$ cat src/sv/itcp_pkg.sv
// shared types and constants of the ipv4/tcp frame parser
package itcp_pkg;

    // chunk and payload sizing
    localparam int CHUNK_BYTES = 16;
    localparam int MAX_PAYLOAD = 1460;
    localparam int CB_IDX_W    = (CHUNK_BYTES > 1) ? $clog2(CHUNK_BYTES) : 1;

    // queue between parser and serializer
    localparam int QUEUE_DEPTH = 2;
    localparam int Q_PTR_W     = (QUEUE_DEPTH > 1) ? $clog2(QUEUE_DEPTH) : 1;
    localparam int Q_CNT_W     = $clog2(QUEUE_DEPTH + 1);

    // frame header layout
    localparam logic [10:0] POS_LIMIT    = 11'd2047;
    localparam logic [6:0]  ETH_HDR_LEN  = 7'd14;
    localparam logic [10:0] POS_ETYPE_HI = 11'd12;
    localparam logic [10:0] POS_ETYPE_LO = 11'd13;
    localparam logic [10:0] POS_IHL      = 11'd14;
    localparam logic [10:0] POS_PROTO    = 11'd23;
    localparam logic [10:0] POS_SRC_ADDR = 11'd26;
    localparam logic [10:0] POS_DST_ADDR = 11'd30;
    localparam logic [7:0]  ETYPE_HI     = 8'h08;
    localparam logic [7:0]  ETYPE_LO     = 8'h00;
    localparam logic [7:0]  PROTO_TCP    = 8'h06;
    localparam logic [3:0]  MIN_HDR_WORDS = 4'd5;

    // configuration port
    localparam int          APB_ADDR_W      = 3;
    localparam logic [0:0]  REG_PORT_NUMBER = 1'b0;

    // one chunk record handed from parser to serializer
    typedef struct packed {
        logic [31:0]                  source_address;
        logic [31:0]                  dest_address;
        logic [15:0]                  source_port;
        logic [15:0]                  dest_port;
        logic [31:0]                  sequence_number;
        logic [10:0]                  payload_size;
        logic [15:0]                  ingress_port;
        logic [CHUNK_BYTES-1:0][7:0]  chunk_bytes;
    } chunk_rec_t;

    // queue status seen by both sides
    typedef struct packed {
        logic full;
        logic not_empty;
    } queue_status_t;

endpackage

$ cat src/sv/itcp_front.sv
// frame byte parser: header capture, payload packing, chunk record push
module itcp_front (
    input  logic                    clk,
    input  logic                    rst_n,
    input  logic                    in_valid,
    output logic                    in_stall,
    input  logic [7:0]              frame_byte,
    input  logic [10:0]             frame_length,
    input  logic                    end_of_frame,
    input  logic [15:0]             port_number,
    input  itcp_pkg::queue_status_t q_stat,
    output logic                    push,
    output itcp_pkg::chunk_rec_t    push_rec
);

    localparam logic [6:0] ETH_HDR_LEN_F = itcp_pkg::ETH_HDR_LEN;

    logic [10:0] byte_count_reg, byte_count_next, byte_count_upd;
    logic [3:0]  ihl_reg, ihl_next, ihl_upd;
    logic [3:0]  doff_reg, doff_next, doff_upd;
    logic        rejected_reg, rejected_next, rejected_upd;
    logic [31:0] src_addr_reg, src_addr_next, src_addr_upd;
    logic [31:0] dst_addr_reg, dst_addr_next, dst_addr_upd;
    logic [31:0] seq_reg, seq_next, seq_upd;
    logic [15:0] src_port_reg, src_port_next, src_port_upd;
    logic [15:0] dst_port_reg, dst_port_next, dst_port_upd;
    logic [10:0] pay_idx_reg, pay_idx_next, pay_idx_upd;
    logic [itcp_pkg::CHUNK_BYTES-1:0][7:0] store_reg, store_next, store_upd;

    logic        accept;
    logic [6:0]  tcp_start;
    logic [7:0]  pay_start;
    logic [10:0] pay_off;
    logic [10:0] rec_len;
    logic        fire_full;
    logic        fire_eof;

    assign accept   = in_valid && !q_stat.full;
    assign in_stall = q_stat.full;

    // per-byte header and payload update
    always_comb
    begin
        byte_count_upd = byte_count_reg;
        ihl_upd        = ihl_reg;
        doff_upd       = doff_reg;
        rejected_upd   = rejected_reg;
        src_addr_upd   = src_addr_reg;
        dst_addr_upd   = dst_addr_reg;
        seq_upd        = seq_reg;
        src_port_upd   = src_port_reg;
        dst_port_upd   = dst_port_reg;
        pay_idx_upd    = pay_idx_reg;
        store_upd      = store_reg;
        fire_full      = 1'b0;
        tcp_start      = ETH_HDR_LEN_F;
        pay_start      = 8'(ETH_HDR_LEN_F);
        pay_off        = 11'd0;

        if (accept && (byte_count_reg < frame_length) && !rejected_reg)
        begin
            // ethernet and ip header checks
            if (byte_count_reg == itcp_pkg::POS_ETYPE_HI && frame_byte != itcp_pkg::ETYPE_HI)
                rejected_upd = 1'b1;
            if (byte_count_reg == itcp_pkg::POS_ETYPE_LO && frame_byte != itcp_pkg::ETYPE_LO)
                rejected_upd = 1'b1;
            if (byte_count_reg == itcp_pkg::POS_IHL)
            begin
                if (frame_byte[3:0] < itcp_pkg::MIN_HDR_WORDS)
                    rejected_upd = 1'b1;
                else
                    ihl_upd = frame_byte[3:0];
            end
            if (byte_count_reg == itcp_pkg::POS_PROTO && frame_byte != itcp_pkg::PROTO_TCP)
                rejected_upd = 1'b1;

            // ip addresses, first byte most significant
            if (byte_count_reg >= itcp_pkg::POS_SRC_ADDR &&
                byte_count_reg < itcp_pkg::POS_SRC_ADDR + 11'd4)
                src_addr_upd = {src_addr_reg[23:0], frame_byte};
            if (byte_count_reg >= itcp_pkg::POS_DST_ADDR &&
                byte_count_reg < itcp_pkg::POS_DST_ADDR + 11'd4)
                dst_addr_upd = {dst_addr_reg[23:0], frame_byte};

            // tcp header fields
            tcp_start = ETH_HDR_LEN_F + {1'b0, ihl_upd, 2'b00};
            if (!rejected_upd && ihl_upd != 4'd0)
            begin
                if (byte_count_reg >= 11'(tcp_start) &&
                    byte_count_reg < 11'(tcp_start) + 11'd2)
                    src_port_upd = {src_port_reg[7:0], frame_byte};
                if (byte_count_reg >= 11'(tcp_start) + 11'd2 &&
                    byte_count_reg < 11'(tcp_start) + 11'd4)
                    dst_port_upd = {dst_port_reg[7:0], frame_byte};
                if (byte_count_reg >= 11'(tcp_start) + 11'd4 &&
                    byte_count_reg < 11'(tcp_start) + 11'd8)
                    seq_upd = {seq_reg[23:0], frame_byte};
                if (byte_count_reg == 11'(tcp_start) + 11'd12)
                begin
                    if (frame_byte[7:4] < itcp_pkg::MIN_HDR_WORDS)
                        rejected_upd = 1'b1;
                    else
                        doff_upd = frame_byte[7:4];
                end

                // payload bytes into the chunk store
                pay_start = {1'b0, tcp_start} + {2'b00, doff_upd, 2'b00};
                if (!rejected_upd && doff_upd != 4'd0 && byte_count_reg >= 11'(pay_start))
                begin
                    pay_off = byte_count_reg - 11'(pay_start);
                    if (pay_off < 11'(itcp_pkg::MAX_PAYLOAD))
                    begin
                        store_upd[itcp_pkg::CB_IDX_W'(pay_off % itcp_pkg::CHUNK_BYTES)] =
                            frame_byte;
                        pay_idx_upd = pay_off + 11'd1;
                        if ((pay_idx_upd % itcp_pkg::CHUNK_BYTES) == 0)
                            fire_full = 1'b1;
                    end
                end
            end
        end

        // frame position, saturating
        if (accept && byte_count_reg < itcp_pkg::POS_LIMIT)
            byte_count_upd = byte_count_reg + 11'd1;
    end

    // end of frame: flush a partial or empty chunk of a complete frame
    logic [6:0] tcp_start_upd;
    logic [7:0] pay_start_upd;

    assign tcp_start_upd = ETH_HDR_LEN_F + {1'b0, ihl_upd, 2'b00};
    assign pay_start_upd = {1'b0, tcp_start_upd} + {2'b00, doff_upd, 2'b00};
    assign rec_len = (byte_count_upd < frame_length) ? byte_count_upd : frame_length;

    always_comb
    begin
        fire_eof = 1'b0;
        if (accept && end_of_frame && !rejected_upd && ihl_upd != 4'd0 && doff_upd != 4'd0 &&
            rec_len >= 11'(pay_start_upd))
        begin
            if (pay_idx_upd == 11'd0 || (pay_idx_upd % itcp_pkg::CHUNK_BYTES) != 0)
                fire_eof = 1'b1;
        end
    end

    // record snapshot after this byte
    assign push = fire_full || fire_eof;

    always_comb
    begin
        push_rec.source_address  = src_addr_upd;
        push_rec.dest_address    = dst_addr_upd;
        push_rec.source_port     = src_port_upd;
        push_rec.dest_port       = dst_port_upd;
        push_rec.sequence_number = seq_upd;
        push_rec.payload_size    = frame_length - 11'(pay_start_upd);
        push_rec.ingress_port    = port_number;
        push_rec.chunk_bytes     = store_upd;
    end

    // next state, cleared at end of frame
    always_comb
    begin
        if (accept && end_of_frame)
        begin
            byte_count_next = 11'd0;
            ihl_next        = 4'd0;
            doff_next       = 4'd0;
            rejected_next   = 1'b0;
            src_addr_next   = 32'd0;
            dst_addr_next   = 32'd0;
            seq_next        = 32'd0;
            src_port_next   = 16'd0;
            dst_port_next   = 16'd0;
            pay_idx_next    = 11'd0;
            store_next      = '0;
        end
        else
        begin
            byte_count_next = byte_count_upd;
            ihl_next        = ihl_upd;
            doff_next       = doff_upd;
            rejected_next   = rejected_upd;
            src_addr_next   = src_addr_upd;
            dst_addr_next   = dst_addr_upd;
            seq_next        = seq_upd;
            src_port_next   = src_port_upd;
            dst_port_next   = dst_port_upd;
            pay_idx_next    = pay_idx_upd;
            store_next      = fire_full ? '0 : store_upd;
        end
    end

    // frame state registers
    always_ff @(posedge clk or negedge rst_n)
    begin
        if (!rst_n)
        begin
            byte_count_reg <= 11'd0;
            ihl_reg        <= 4'd0;
            doff_reg       <= 4'd0;
            rejected_reg   <= 1'b0;
            src_addr_reg   <= 32'd0;
            dst_addr_reg   <= 32'd0;
            seq_reg        <= 32'd0;
            src_port_reg   <= 16'd0;
            dst_port_reg   <= 16'd0;
            pay_idx_reg    <= 11'd0;
            store_reg      <= '0;
        end
        else
        begin
            byte_count_reg <= byte_count_next;
            ihl_reg        <= ihl_next;
            doff_reg       <= doff_next;
            rejected_reg   <= rejected_next;
            src_addr_reg   <= src_addr_next;
            dst_addr_reg   <= dst_addr_next;
            seq_reg        <= seq_next;
            src_port_reg   <= src_port_next;
            dst_port_reg   <= dst_port_next;
            pay_idx_reg    <= pay_idx_next;
            store_reg      <= store_next;
        end
    end

endmodule

$ cat src/sv/itcp_queue.sv
// short record queue between parser and serializer
module itcp_queue (
    input  logic                    clk,
    input  logic                    rst_n,
    input  logic                    push,
    input  itcp_pkg::chunk_rec_t    push_rec,
    input  logic                    pop,
    output itcp_pkg::chunk_rec_t    head_rec,
    output itcp_pkg::queue_status_t q_stat
);

    itcp_pkg::chunk_rec_t slot_reg [itcp_pkg::QUEUE_DEPTH];

    logic [itcp_pkg::Q_PTR_W-1:0] wr_ptr_reg, wr_ptr_next;
    logic [itcp_pkg::Q_PTR_W-1:0] rd_ptr_reg, rd_ptr_next;
    logic [itcp_pkg::Q_CNT_W-1:0] count_reg, count_next;

    localparam logic [itcp_pkg::Q_PTR_W-1:0] PTR_LAST =
        itcp_pkg::Q_PTR_W'(itcp_pkg::QUEUE_DEPTH - 1);
    localparam logic [itcp_pkg::Q_CNT_W-1:0] CNT_FULL =
        itcp_pkg::Q_CNT_W'(itcp_pkg::QUEUE_DEPTH);

    assign q_stat.full      = (count_reg == CNT_FULL);
    assign q_stat.not_empty = (count_reg != '0);
    assign head_rec         = slot_reg[rd_ptr_reg];

    // pointer and fill count
    always_comb
    begin
        wr_ptr_next = wr_ptr_reg;
        rd_ptr_next = rd_ptr_reg;
        count_next  = count_reg;
        if (push)
            wr_ptr_next = (wr_ptr_reg == PTR_LAST) ? '0 : wr_ptr_reg + 1'b1;
        if (pop)
            rd_ptr_next = (rd_ptr_reg == PTR_LAST) ? '0 : rd_ptr_reg + 1'b1;
        if (push && !pop)
            count_next = count_reg + 1'b1;
        else if (pop && !push)
            count_next = count_reg - 1'b1;
    end

    always_ff @(posedge clk or negedge rst_n)
    begin
        if (!rst_n)
        begin
            wr_ptr_reg <= '0;
            rd_ptr_reg <= '0;
            count_reg  <= '0;
        end
        else
        begin
            wr_ptr_reg <= wr_ptr_next;
            rd_ptr_reg <= rd_ptr_next;
            count_reg  <= count_next;
        end
    end

    // record slots
    always_ff @(posedge clk)
    begin
        if (push)
            slot_reg[wr_ptr_reg] <= push_rec;
    end

endmodule

$ cat src/sv/itcp_back.sv
// chunk serializer: one result request per chunk byte
module itcp_back (
    input  logic                    clk,
    input  logic                    rst_n,
    input  itcp_pkg::queue_status_t q_stat,
    input  itcp_pkg::chunk_rec_t    head_rec,
    output logic                    pop,
    output logic                    out_valid,
    input  logic                    out_stall,
    output logic [31:0]             source_address,
    output logic [31:0]             dest_address,
    output logic [15:0]             source_port,
    output logic [15:0]             dest_port,
    output logic [31:0]             sequence_number,
    output logic [10:0]             payload_size,
    output logic [15:0]             ingress_port,
    output logic [7:0]              chunk_byte,
    output logic [5:0]              byte_position,
    output logic                    last_of_chunk
);

    localparam logic [itcp_pkg::CB_IDX_W-1:0] POS_LAST =
        itcp_pkg::CB_IDX_W'(itcp_pkg::CHUNK_BYTES - 1);

    itcp_pkg::chunk_rec_t          hold_reg, hold_next;
    logic [itcp_pkg::CB_IDX_W-1:0] pos_reg, pos_next;
    logic                          valid_reg, valid_next;
    logic                          out_acc;
    logic                          is_last;

    assign out_acc = valid_reg && !out_stall;
    assign is_last = (pos_reg == POS_LAST);
    assign pop     = q_stat.not_empty && (!valid_reg || (out_acc && is_last));

    // load a record or step to the next byte
    always_comb
    begin
        hold_next  = hold_reg;
        pos_next   = pos_reg;
        valid_next = valid_reg;
        if (pop)
        begin
            hold_next  = head_rec;
            pos_next   = '0;
            valid_next = 1'b1;
        end
        else if (out_acc)
        begin
            if (is_last)
                valid_next = 1'b0;
            else
            begin
                hold_next.chunk_bytes = hold_reg.chunk_bytes >> 8;
                pos_next = pos_reg + 1'b1;
            end
        end
    end

    always_ff @(posedge clk or negedge rst_n)
    begin
        if (!rst_n)
        begin
            pos_reg   <= '0;
            valid_reg <= 1'b0;
        end
        else
        begin
            pos_reg   <= pos_next;
            valid_reg <= valid_next;
        end
    end

    always_ff @(posedge clk)
    begin
        hold_reg <= hold_next;
    end

    // result fields
    assign out_valid       = valid_reg;
    assign source_address  = hold_reg.source_address;
    assign dest_address    = hold_reg.dest_address;
    assign source_port     = hold_reg.source_port;
    assign dest_port       = hold_reg.dest_port;
    assign sequence_number = hold_reg.sequence_number;
    assign payload_size    = hold_reg.payload_size;
    assign ingress_port    = hold_reg.ingress_port;
    assign chunk_byte      = hold_reg.chunk_bytes[0];
    assign byte_position   = 6'(pos_reg);
    assign last_of_chunk   = is_last;

endmodule

$ cat src/sv/ipv4_tcp_frame_parser.sv
// top level: config register, parser, record queue and chunk serializer
// the first byte of a chunk is registered in a queue slot, then in the serializer hold register
// throughput: one frame byte per cycle; each chunk then drains as 16 result requests,
// one per cycle while out_stall is low, set by the single serializer output
// input stalls while the two-record queue between parser and serializer is full
// reset clears frame state, queue, serializer and port_number at once; no clearing pass
module ipv4_tcp_frame_parser (
    input  logic                            clk,
    input  logic                            rst_n,
    input  logic                            in_valid,
    output logic                            in_stall,
    input  logic [7:0]                      frame_byte,
    input  logic [10:0]                     frame_length,
    input  logic                            end_of_frame,
    output logic                            out_valid,
    input  logic                            out_stall,
    output logic [31:0]                     source_address,
    output logic [31:0]                     dest_address,
    output logic [15:0]                     source_port,
    output logic [15:0]                     dest_port,
    output logic [31:0]                     sequence_number,
    output logic [10:0]                     payload_size,
    output logic [15:0]                     ingress_port,
    output logic [7:0]                      chunk_byte,
    output logic [5:0]                      byte_position,
    output logic                            last_of_chunk,
    input  logic                            psel,
    input  logic                            penable,
    input  logic                            pwrite,
    input  logic [itcp_pkg::APB_ADDR_W-1:0] paddr,
    input  logic [31:0]                     pwdata,
    output logic [31:0]                     prdata,
    output logic                            pready
);

    logic [15:0]             port_number_reg;
    logic                    push;
    logic                    pop;
    itcp_pkg::chunk_rec_t    push_rec;
    itcp_pkg::chunk_rec_t    head_rec;
    itcp_pkg::queue_status_t q_stat;

    // config register
    assign pready = 1'b1;
    assign prdata = (paddr[itcp_pkg::APB_ADDR_W-1:2] == itcp_pkg::REG_PORT_NUMBER) ?
                    {16'd0, port_number_reg} : 32'd0;

    always_ff @(posedge clk or negedge rst_n)
    begin
        if (!rst_n)
            port_number_reg <= 16'd0;
        else if (psel && penable && pwrite &&
                 paddr[itcp_pkg::APB_ADDR_W-1:2] == itcp_pkg::REG_PORT_NUMBER)
            port_number_reg <= pwdata[15:0];
    end

    // parser
    itcp_front u_front (
        .clk          (clk),
        .rst_n        (rst_n),
        .in_valid     (in_valid),
        .in_stall     (in_stall),
        .frame_byte   (frame_byte),
        .frame_length (frame_length),
        .end_of_frame (end_of_frame),
        .port_number  (port_number_reg),
        .q_stat       (q_stat),
        .push         (push),
        .push_rec     (push_rec)
    );

    // record queue
    itcp_queue u_queue (
        .clk      (clk),
        .rst_n    (rst_n),
        .push     (push),
        .push_rec (push_rec),
        .pop      (pop),
        .head_rec (head_rec),
        .q_stat   (q_stat)
    );

    // serializer
    itcp_back u_back (
        .clk             (clk),
        .rst_n           (rst_n),
        .q_stat          (q_stat),
        .head_rec        (head_rec),
        .pop             (pop),
        .out_valid       (out_valid),
        .out_stall       (out_stall),
        .source_address  (source_address),
        .dest_address    (dest_address),
        .source_port     (source_port),
        .dest_port       (dest_port),
        .sequence_number (sequence_number),
        .payload_size    (payload_size),
        .ingress_port    (ingress_port),
        .chunk_byte      (chunk_byte),
        .byte_position   (byte_position),
        .last_of_chunk   (last_of_chunk)
    );

endmodule

$ cat config.mk
export PLATFORM = sky130hd
export DESIGN_NAME = ipv4_tcp_frame_parser
export DESIGN_NICKNAME = d
export VERILOG_FILES = /design/src/sv/itcp_pkg.sv /design/src/sv/itcp_front.sv /design/src/sv/itcp_queue.sv /design/src/sv/itcp_back.sv /design/src/sv/ipv4_tcp_frame_parser.sv
export SDC_FILE = /design/constraint.sdc
export NUM_CORES = 1
export LEC_CHECK = 0
export BUFFER_PORTS_ARGS = -buffer_cell sky130_fd_sc_hd__buf_2
export CAP_MARGIN = 15
export CORE_UTILIZATION = 37
export CTS_BUF_LIST = sky130_fd_sc_hd__clkbuf_2 sky130_fd_sc_hd__clkbuf_4 sky130_fd_sc_hd__clkbuf_8
export CTS_CLUSTER_DIAMETER = 200
export DETAILED_ROUTE_END_ITERATION = 10
export SETUP_SLACK_MARGIN = 0.4
export SLEW_MARGIN = 20
export SYNTH_ARGS = -nofsm -noshare
export SYNTH_HDL_FRONTEND = slang
export SYNTH_SLANG_ARGS = --single-unit
$ cat constraint.sdc
create_clock -name clk -period 40 [get_ports clk]
set_clock_uncertainty 0.2 [all_clocks]
set_input_delay 2 -clock clk [delete_from_list [all_inputs] [get_ports clk]]
set_output_delay 2 -clock clk [all_outputs]
set_load 0.02 [all_outputs]
==> run summary, run 1 <==
WL final: 100.1 mm
share of layout cells above drive strength 1: 30.64%
synthesis-to-layout area growth: 11.99%
Main synth FF type: edfxtp_1
Final Cycle Share: 33.07%
fillers: 11.94k
dpl ws: 26040 ps
clk root buf: clkbuf_8
post-synthesis sequential area ratio: 67.75%
Crit. End Element: register
leading cell type in the layout, fill and taps excluded: edfxtp_1
cts repair resizes: 0
Setup TNS: 0 ps
clock share of power: 36.7%
fraction of registers with async set/reset: 26.87%
Final HPWL DP: 55.18 mm
CP top delay family: compound AO/OA/AOI/OAI gates
die area: 134300 µm²
Int Pwr: 2.125 mW
worst setup margin: 26770 ps
drt pass-1 iters: 5
Flop pwr share: 49.2%
Final Critical Period: 13230 ps
largest net degree at the start of global routing: 159
Top Ports: 267
yosys warns: 0
WL/cell: 19.02 µm
library cells used by synthesis: 85
Worst-path clk slew: 60 ps
status: complete, no violations
Max Root-Sink Buffers: 3
slowest stage delay, CP: 950 ps
Power, Total: 2.909 mW
Max Cap Viol: 0
measured slew at the worst slew-check pin: 1079 ps
area occupied by multi-input gates: 13820 µm²
via/cell ratio: 4.805
most frequent cells in the layout: 849 x edfxtp_1, 355 x mux2_2, 311 x dfrtp_1, 228 x buf_2, 207 x clkbuf_8
Die X: 366.5 µm
Slew Limit Fails: 0
Sw Pwr: 0.7839 mW
Chip Height: 366.5 µm
number of enable flip-flop cells after synthesis: 849
first-pass GRT wire length: 154.4 mm
hold-fix buffers at CTS: 0
Setup violations, final: 0
H-tree depth: 4
Skew-Pair Late Insertion Delay: 910 ps
leakage power: 21.57 nW
synthesized area: 49160 µm²
row count: 133
worst setup path class: register to register
DR iter-0 viols: 1548
Tot GR Track Use: 14.85%
number of global-route vias before repair: 26.26k
Final Hold Vio Count: 0
CTS tree: yes
core area: 131600 µm²
Layout Utilization: 41.82%
CTS buffer count: 189
Synth Register Bits: 1161
combinational share of power: 14.0%
Initial Utilization: 37.34%
VDD IR max: 0.03517 mV
routed vias: 25.31k
number of remaining DRC errors: 0
max reg flops: 566
buffers added on ports: 229
Congestion Overflow GR: 0
gpl congestion: 0.8083
CP dominant cell by count: ha_1
final net count: 3492
crit path DAT: 13490 ps
Hold WC Path Type: register to register
crit start category: register
power per standard cell area: 52.84 nW/µm²
Final ANT Viol Nets: 0
Slew headroom: 28.09%
register area: 33310 µm²
Net Sw Frac: 26.95%
RSZ-0062 raised after global routing: false
CTS sink cnt: 1161
Req. time, crit path: 40260 ps
crit-path max FO: 155
initial antenna violation count: 4
Crit-path slowest cell: buf_4
# Post-CTS Setup Buffers: 0
fmax: 75.59 MHz
average cell area after synthesis: 15.36 µm²
Post-Syn Instances: 3200
worst path bufs/invs: 6
## routing by layer
metal  wire length [µm]  GRT usage, %
met5                 28             0
met4               2102         4.788
met3               5088         3.861
met2              48320         24.30
met1              44600         19.16
## power groups by stage
stage               logic (mW)  registers (mW)  clock network [mW]
CTS                      0.418            1.43                1.11
floorplan                0.319            1.44                   0
global route             0.448            1.44                1.15
finish                   0.408            1.43                1.07
global placement         0.413            1.46                   0
detailed placement       0.416            1.46                   0
## worst min-delay path, delay by kind of cell (launching register included)
family             cells  cell delay, ps
and+or+nand+nor        1              40
AOI/OAI and AO/OA      1              60
DFF                    1             320
## logic make-up after synthesis
| logic type | Yosys count | synth area share, % |
|---|---|---|
| AND/OR/NAND/NOR | 665 | 7.822 |
| flip-flops | 1161 | 67.75 |
| buffers and inverters | 381 | 4.419 |
| AO/OA/AOI/OAI | 286 | 3.617 |
| multiplexers | 569 | 13.26 |
| other | 2 | 0.01528 |
| adder cells (fa/ha/maj) | 84 | 2.199 |
| XOR/XNOR | 52 | 0.9265 |
## area by class of cell
class | instances | share of cell area (%)
tap | 1755 | 3.989
inverter | 52 | 0.3682
multi-input combinational | 1675 | 25.10
clock buffer | 308 | 6.553
clock inverter | 46 | 0.7705
sequential | 1161 | 60.50
timing repair buffer | 267 | 2.709
antenna | 2 | 0.009092
## cells in the mapped netlist, types with 7 or more instances
library cell	instances	area (µm²)
a211oi_1	12	90.09
nand3_1	16	80.08
nor3_1	18	90.09
mux2i_1	140	1401
dfrtp_1	312	7807
buf_1	8	30.03
nor2b_1	90	563.0
or3_1	10	62.56
mux2_4	72	1081
nand2_1	164	615.6
nand2b_1	9	56.30
clkbuf_1	126	473.0
nor4_1	9	56.30
nor2_1	73	274.0
mux2_2	355	3998
ha_1	80	1001
and2_1	146	913.4
and2b_1	64	480.5
xnor2_1	38	332.8
a21oi_1	43	215.2
o21ai_0	150	750.7
xor2_1	14	122.6
buf_2	7	35.03
edfxtp_1	849	25490
nand4_1	16	100.1
a21o_1	13	97.59
buf_4	183	1374
inv_1	52	195.2
## final timing paths
path                                      startpoint                        to  slack [ps]  cells after the start
max                        u_front.byte_count_reg[0]  u_queue.slot_reg[1][164]       26770                     35
min                              u_back.hold_reg[14]      u_back.chunk_byte[6]         280                      2
max reg2reg                u_front.byte_count_reg[0]  u_queue.slot_reg[1][164]       26770                     35
min reg2reg                      u_back.hold_reg[14]      u_back.chunk_byte[6]         280                      2
max in group asynchronous                      rst_n        port_number_reg[2]       37350                      2
min in group asynchronous                      rst_n       u_front.seq_reg[22]         900                      1
## per-stage QoR
stage	cell area, µm²	instances	hold WS [ps]
5_1_grt	55050	5265	312.6
3_5_place_dp	51010	4910	272.2
6_report	55050	5266	284.7
4_1_cts	55040	5264	281.5
2_1_floorplan	49220	3217	250.6
3_3_place_gp	51010	4910	272.4
No activity file was read; power rests on OpenSTA's default activity.
==> run 2: changes to the inputs <==
==> constraint.sdc (replaced) <==
create_clock -name clk -period 13 [get_ports clk]
set_clock_uncertainty 0.2 [all_clocks]
set_input_delay 0.65 -clock clk [delete_from_list [all_inputs] [get_ports clk]]
set_output_delay 0.65 -clock clk [all_outputs]
set_load 0.02 [all_outputs]
==> run summary, run 2 (same netlist as run 1, synthesis figures left out) <==
status: complete, no violations
Max Root-Sink Buffers: 3 (unchanged)
Hold WC Path Type: primary input to register
Worst-path clk slew: 60 ps (about the same)
Initial Utilization: 37.34% (unchanged)
Placement Cell Area: 51260 µm² (+0.49%)
Tot GR Track Use: 15.16% (+0.31 points)
Skew-Pair Late Insertion Delay: 910 ps (about the same)
largest net degree at the start of global routing: 166 (+4.4%)
synthesis-to-layout area growth: 13.40%
via/cell ratio: 4.801 (about the same)
Final Cycle Share: 85.08% (+52 points)
VDD IR max: 0.1104 mV (+210%)
dpl ws: 2068 ps (-23970 ps)
buffers added on ports: 229 (unchanged)
WL/cell: 19.19 µm (+0.92%)
Layout Utilization: 42.35% (+0.53 points)
CTS buffer count: 193 (+2.1%)
crit start category: register
initial antenna violation count: 2 (-2)
Top Usage Layer GRT: met2
RSZ-0062 raised after global routing: false
first-pass GRT wire length: 157.9 mm (+2.2%)
crit path DAT: 11390 ps (-2100 ps)
measured slew at the worst slew-check pin: 1015 ps (-63.80 ps)
met2 usage: 24.51% (+0.21 points)
Slew Limit Fails: 0 (unchanged)
Global Route met1 Usage: 19.98% (+0.82 points)
Congestion Overflow GR: 0 (unchanged)
row count: 133 (unchanged)
die area: 134300 µm² (unchanged)
# Post-CTS Setup Buffers: 0 (unchanged)
max reg flops: 566 (unchanged)
leading cell type in the layout, fill and taps excluded: edfxtp_1
most frequent cells in the layout: 849 x edfxtp_1, 354 x mux2_2, 310 x dfrtp_1, 228 x buf_2, 220 x clkbuf_8
GRT met3 Usage: 3.636% (-0.22 points)
share of layout cells above drive strength 1: 31.16% (+0.53 points)
Chip Height: 366.5 µm (unchanged)
power per standard cell area: 162.8 nW/µm² (+210%)
Crit. End Element: register
Max Cap Viol: 0 (unchanged)
Top Ports: 267 (unchanged)
number of global-route vias before repair: 26.54k (+1.1%)
register area: 33310 µm² (about the same)
clk root buf: clkbuf_8
WL final: 101.8 mm (+1.7%)
CTS tree: yes
fillers: 11.88k (-0.54%)
worst setup path class: register to register
fin area: 55740 µm² (+1.3%)
Slew headroom: 32.35% (+4.3 points)
Final Hold Vio Count: 0 (unchanged)
worst setup margin: 1939 ps (-24830 ps)
Final Critical Period: 11060 ps (-2169 ps)
Crit-path slowest cell: dfrtp_1
slowest stage delay, CP: 780 ps (-170 ps)
Final ANT Viol Nets: 0 (unchanged)
leakage power: 21.81 nW (+1.1%)
Req. time, crit path: 13330 ps (-26930 ps)
H-tree depth: 4 (unchanged)
fmax: 90.41 MHz (+20%)
area occupied by multi-input gates: 13970 µm² (+1.1%)
gpl congestion: 0.8412 (+4.1%)
Die X: 366.5 µm (unchanged)
number of remaining DRC errors: 0 (unchanged)
routed vias: 25.48k (+0.69%)
CTS sink cnt: 1161 (unchanged)
Setup violations, final: 0 (unchanged)
crit-path max FO: 45 (-71%)
Final HPWL DP: 57.06 mm (+3.4%)
final net count: 3528 (+1.0%)
core area: 131600 µm² (unchanged)
DR iter-0 viols: 1476 (-4.7%)
drt pass-1 iters: 5 (unchanged)
## run 2: cell count changes in the layout (fill, tap and decap cells not counted), sizes merged
cell         change
diode            +1
bufinv           +1
clkbuf           +2
clkinv           +6
buf              +5
clkinvlp         -1
dlygate4sd3     +27
## run 2: timing repair
action                                 4_1_cts  5_1_grt
hold buffers                                27        0
resized for setup                            0        0
endpoints found under the hold margin      115        0
## run 2: metrics by stage
| step | hold slack [ps] | total power, mW | TNS (ps) | cells |
|---|---|---|---|---|
| floorplan | 154.4 | 5.424 | -647620 | 3217 |
| global placement | 268.3 | 5.765 | 0 | 4915 |
| detailed placement | 283.1 | 5.776 | 0 | 4915 |
| CTS | 5.414 | 9.220 | 0 | 5304 |
| global route | 60.37 | 9.501 | 0 | 5306 |
| finish | 148.4 | 9.075 | 0 | 5307 |
## run 2: path summary, 6_finish.rpt
kind,start,endpoint,slack (ps),cells after the start
max,u_front.byte_count_reg[1],u_queue.slot_reg[1][172],1940,33
min,frame_length[7],u_queue.slot_reg[0][151],150,3
max reg2reg,u_front.byte_count_reg[1],u_queue.slot_reg[1][172],1940,33
min reg2reg,u_back.hold_reg[80],u_back.hold_reg[72],290,2
max in group asynchronous,rst_n,u_front.seq_reg[7],10350,4
min in group asynchronous,rst_n,u_front.seq_reg[6],180,2
## run 2: power by group
| group | switching, mW | internal [mW] |
|---|---|---|
| Combinational | 0.830 | 0.457 |
| Sequential | 0.119 | 4.28 |
| Clock | 1.50 | 1.89 |
## run 2: final cells by class
type	count	share of cell area, %
Timing Repair Buffer	299	3.317
Clock buffer	310	6.644
Multi-Input combinational cell	1675	25.07
Tap cell	1755	3.939
Antenna cell	3	0.01347
Clock inverter	52	0.9001
Inverter	52	0.3681
Sequential cell	1161	59.75
## run 2: metal layers
metal	wire (µm)	up-vias	share of wire [%]
li1	-	11890	-
met1	45940	12920	45
met2	48820	507	48
met3	4957	158	4.9
met4	2126	0	2.1
met5	0	-	0
## run 2: critical path: cells and delay by family, from the launching register on
| family | cells | cell delay, ps |
|---|---|---|
| AO/OA/AOI/OAI | 11 | 2880 |
| buffers and inverters | 2 | 610 |
| multiplexers | 3 | 1430 |
| adder cells (fa/ha/maj) | 6 | 2010 |
| XOR/XNOR | 2 | 270 |
| AND/OR/NAND/NOR | 9 | 2420 |
| flip-flops | 1 | 780 |
==> run 3: changes to the inputs <==
--- a/config.mk
+++ b/config.mk
@@ -7,10 +7,12 @@
 export LEC_CHECK = 0
 export BUFFER_PORTS_ARGS = -buffer_cell sky130_fd_sc_hd__buf_2
 export CAP_MARGIN = 15
+export CORE_MARGIN = 10
 export CORE_UTILIZATION = 37
 export CTS_BUF_LIST = sky130_fd_sc_hd__clkbuf_2 sky130_fd_sc_hd__clkbuf_4 sky130_fd_sc_hd__clkbuf_8
 export CTS_CLUSTER_DIAMETER = 200
 export DETAILED_ROUTE_END_ITERATION = 10
+export GPL_ROUTABILITY_DRIVEN = 0
 export SETUP_SLACK_MARGIN = 0.4
 export SLEW_MARGIN = 20
 export SYNTH_ARGS = -nofsm -noshare
==> run summary, run 3 (same netlist as run 1, synthesis figures left out) <==
status: complete, no violations
area occupied by multi-input gates: 13990 µm² (about the same)
largest net degree at the start of global routing: 137 (-17%)
cts repair resizes: 0 (unchanged)
final net count: 3532 (+0.11%)
slowest stage delay, CP: 730 ps (-50 ps)
CTS buffer count: 192 (-0.52%)
Req. time, crit path: 13360 ps (+30 ps)
die area: 147800 µm² (+10%)
initial antenna violation count: 5 (+3)
Slew headroom: 28.40% (-3.9 points)
Tot GR Track Use: 14.03% (-1.1 points)
crit path DAT: 11400 ps (about the same)
Final Critical Period: 11040 ps (-25.74 ps)
Sw Pwr: 2.487 mW (+1.6%)
Final Hold Vio Count: 0 (unchanged)
clock share of power: 36.7% (-0.7 points)
WL final: 104.4 mm (+2.5%)
WL/cell: 19.66 µm (+2.5%)
Chip Height: 384.5 µm (+4.9%)
Placement Cell Area: 51310 µm² (+0.10%)
via/cell ratio: 4.823 (+0.46%)
register area: 33310 µm² (unchanged)
Min Hold Slack: 111.1 ps (-37.25 ps)
Congestion Overflow GR: 0 (unchanged)
Setup violations, final: 0 (unchanged)
leakage power: 21.76 nW (-0.24%)
CTS sink cnt: 1161 (unchanged)
routed vias: 25.61k (+0.50%)
Net Sw Frac: 27.62% (+0.63 points)
crit-path max FO: 21 (-53%)
Final Cycle Share: 84.89% (-0.20 points)
dpl ws: 1999 ps (-69.20 ps)
Initial Utilization: 37.30% (-0.047 points)
CP top delay family: compound AO/OA/AOI/OAI gates
Max Cap Viol: 0 (unchanged)
fmax: 90.62 MHz (+0.23%)
share of layout cells above drive strength 1: 30.90% (-0.26 points)
drt pass-1 iters: 5 (unchanged)
measured slew at the worst slew-check pin: 1074 ps (+59.15 ps)
Final HPWL DP: 60.84 mm (+6.6%)
Die X: 384.5 µm (+4.9%)
worst setup margin: 1965 ps (+25.74 ps)
synthesis-to-layout area growth: 13.18%
Crit. End Element: register
Flop pwr share: 48.9% (+0.5 points)
crit start category: register
Hold WC Path Type: primary input to register
row count: 133 (unchanged)
most frequent cells in the layout: 849 x edfxtp_1, 354 x mux2_2, 310 x dfrtp_1, 228 x buf_2, 212 x clkbuf_8
Power, Total: 9.006 mW (-0.77%)
Top Ports: 267 (unchanged)
fin area: 55640 µm² (-0.19%)
Final ANT Viol Nets: 0 (unchanged)
first-pass GRT wire length: 161.4 mm (+2.2%)
worst setup path class: register to register
Slew Limit Fails: 0 (unchanged)
hold-fix buffers at CTS: 25 (-7.4%)
clk root buf: clkbuf_8
leading cell type in the layout, fill and taps excluded: edfxtp_1
number of remaining DRC errors: 0 (unchanged)
RSZ-0062 raised after global routing: false
DR iter-0 viols: 1513 (+2.5%)
Crit-path slowest cell: dfrtp_1
number of global-route vias before repair: 27.04k (+1.9%)
core area: 131800 µm² (+0.13%)
max reg flops: 566 (unchanged)
VDD IR max: 0.1154 mV (+4.5%)
CP dominant cell by count: a21oi_1
CTS tree: yes
Int Pwr: 6.518 mW (-1.6%)
Skew-Pair Late Insertion Delay: 930 ps (+20 ps)
power per standard cell area: 161.9 nW/µm² (-0.57%)
fillers: 12.05k (+1.4%)
Max Root-Sink Buffers: 3 (unchanged)
combinational share of power: 14.4% (+0.2 points)
Worst-path clk slew: 60 ps (about the same)
worst path bufs/invs: 1 (-1)
buffers added on ports: 229 (unchanged)
H-tree depth: 4 (unchanged)
# Post-CTS Setup Buffers: 0 (unchanged)
run 3: final cells by class:
class,count,area share (%)
tap,1755,3.947
clock inverter,75,1.052
antenna,1,0.004498
multi-input combinational,1675,25.14
timing repair buffer,304,3.382
inverter,52,0.3688
sequential,1161,59.86
clock buffer,286,6.243
run 3: power groups by stage:
stage | registers [mW] | clock network (mW) | logic [mW]
after global placement | 4.48 | 0 | 1.30
after CTS | 4.41 | 3.41 | 1.32
final | 4.41 | 3.30 | 1.30
after detailed placement | 4.48 | 0 | 1.31
after global routing | 4.43 | 3.58 | 1.42
after floorplan | 4.43 | 0 | 0.994
run 3: path summary, 6_finish.rpt:
check	slack [ps]	cells after the start	to	from
setup reg to reg	1960	30	u_queue.slot_reg[1][191]	u_front.byte_count_reg[1]
min in group asynchronous	170	2	u_front.seq_reg[25]	rst_n
setup / recovery	1960	30	u_queue.slot_reg[1][191]	u_front.byte_count_reg[1]
hold reg to reg	290	2	u_back.hold_reg[52]	u_back.hold_reg[60]
max in group asynchronous	10450	4	u_front.src_addr_reg[15]	rst_n
hold / removal	110	3	u_queue.slot_reg[0][149]	frame_length[5]
run 3: metrics by stage:
step	TNS [ps]	cells	util, %
floorplan	-647620	3217	-
global placement	0	4922	38.93
detailed placement	0	4922	38.93
CTS	0	5308	42.20
global route	0	5309	42.21
finish	0	5309	42.21
run 3: worst register-to-register path: cells and delay by family (launching register included):
kind            cells  cell delay, ps
mux                 3            1390
simple gates        7            2760
xor+xnor            2             430
fa+ha+maj           5            1700
flops               1             730
buf+inv             1             480
compound gates     12            2980
run 3: layer usage:
metal  GRT usage, %  share of wire, %  vias up
met5              0                 0        -
met4          4.250               2.3        0
met3          3.305               5.0      165
met2          23.49                49      551
met1          17.97                44    13020
li1               -                 -    11870
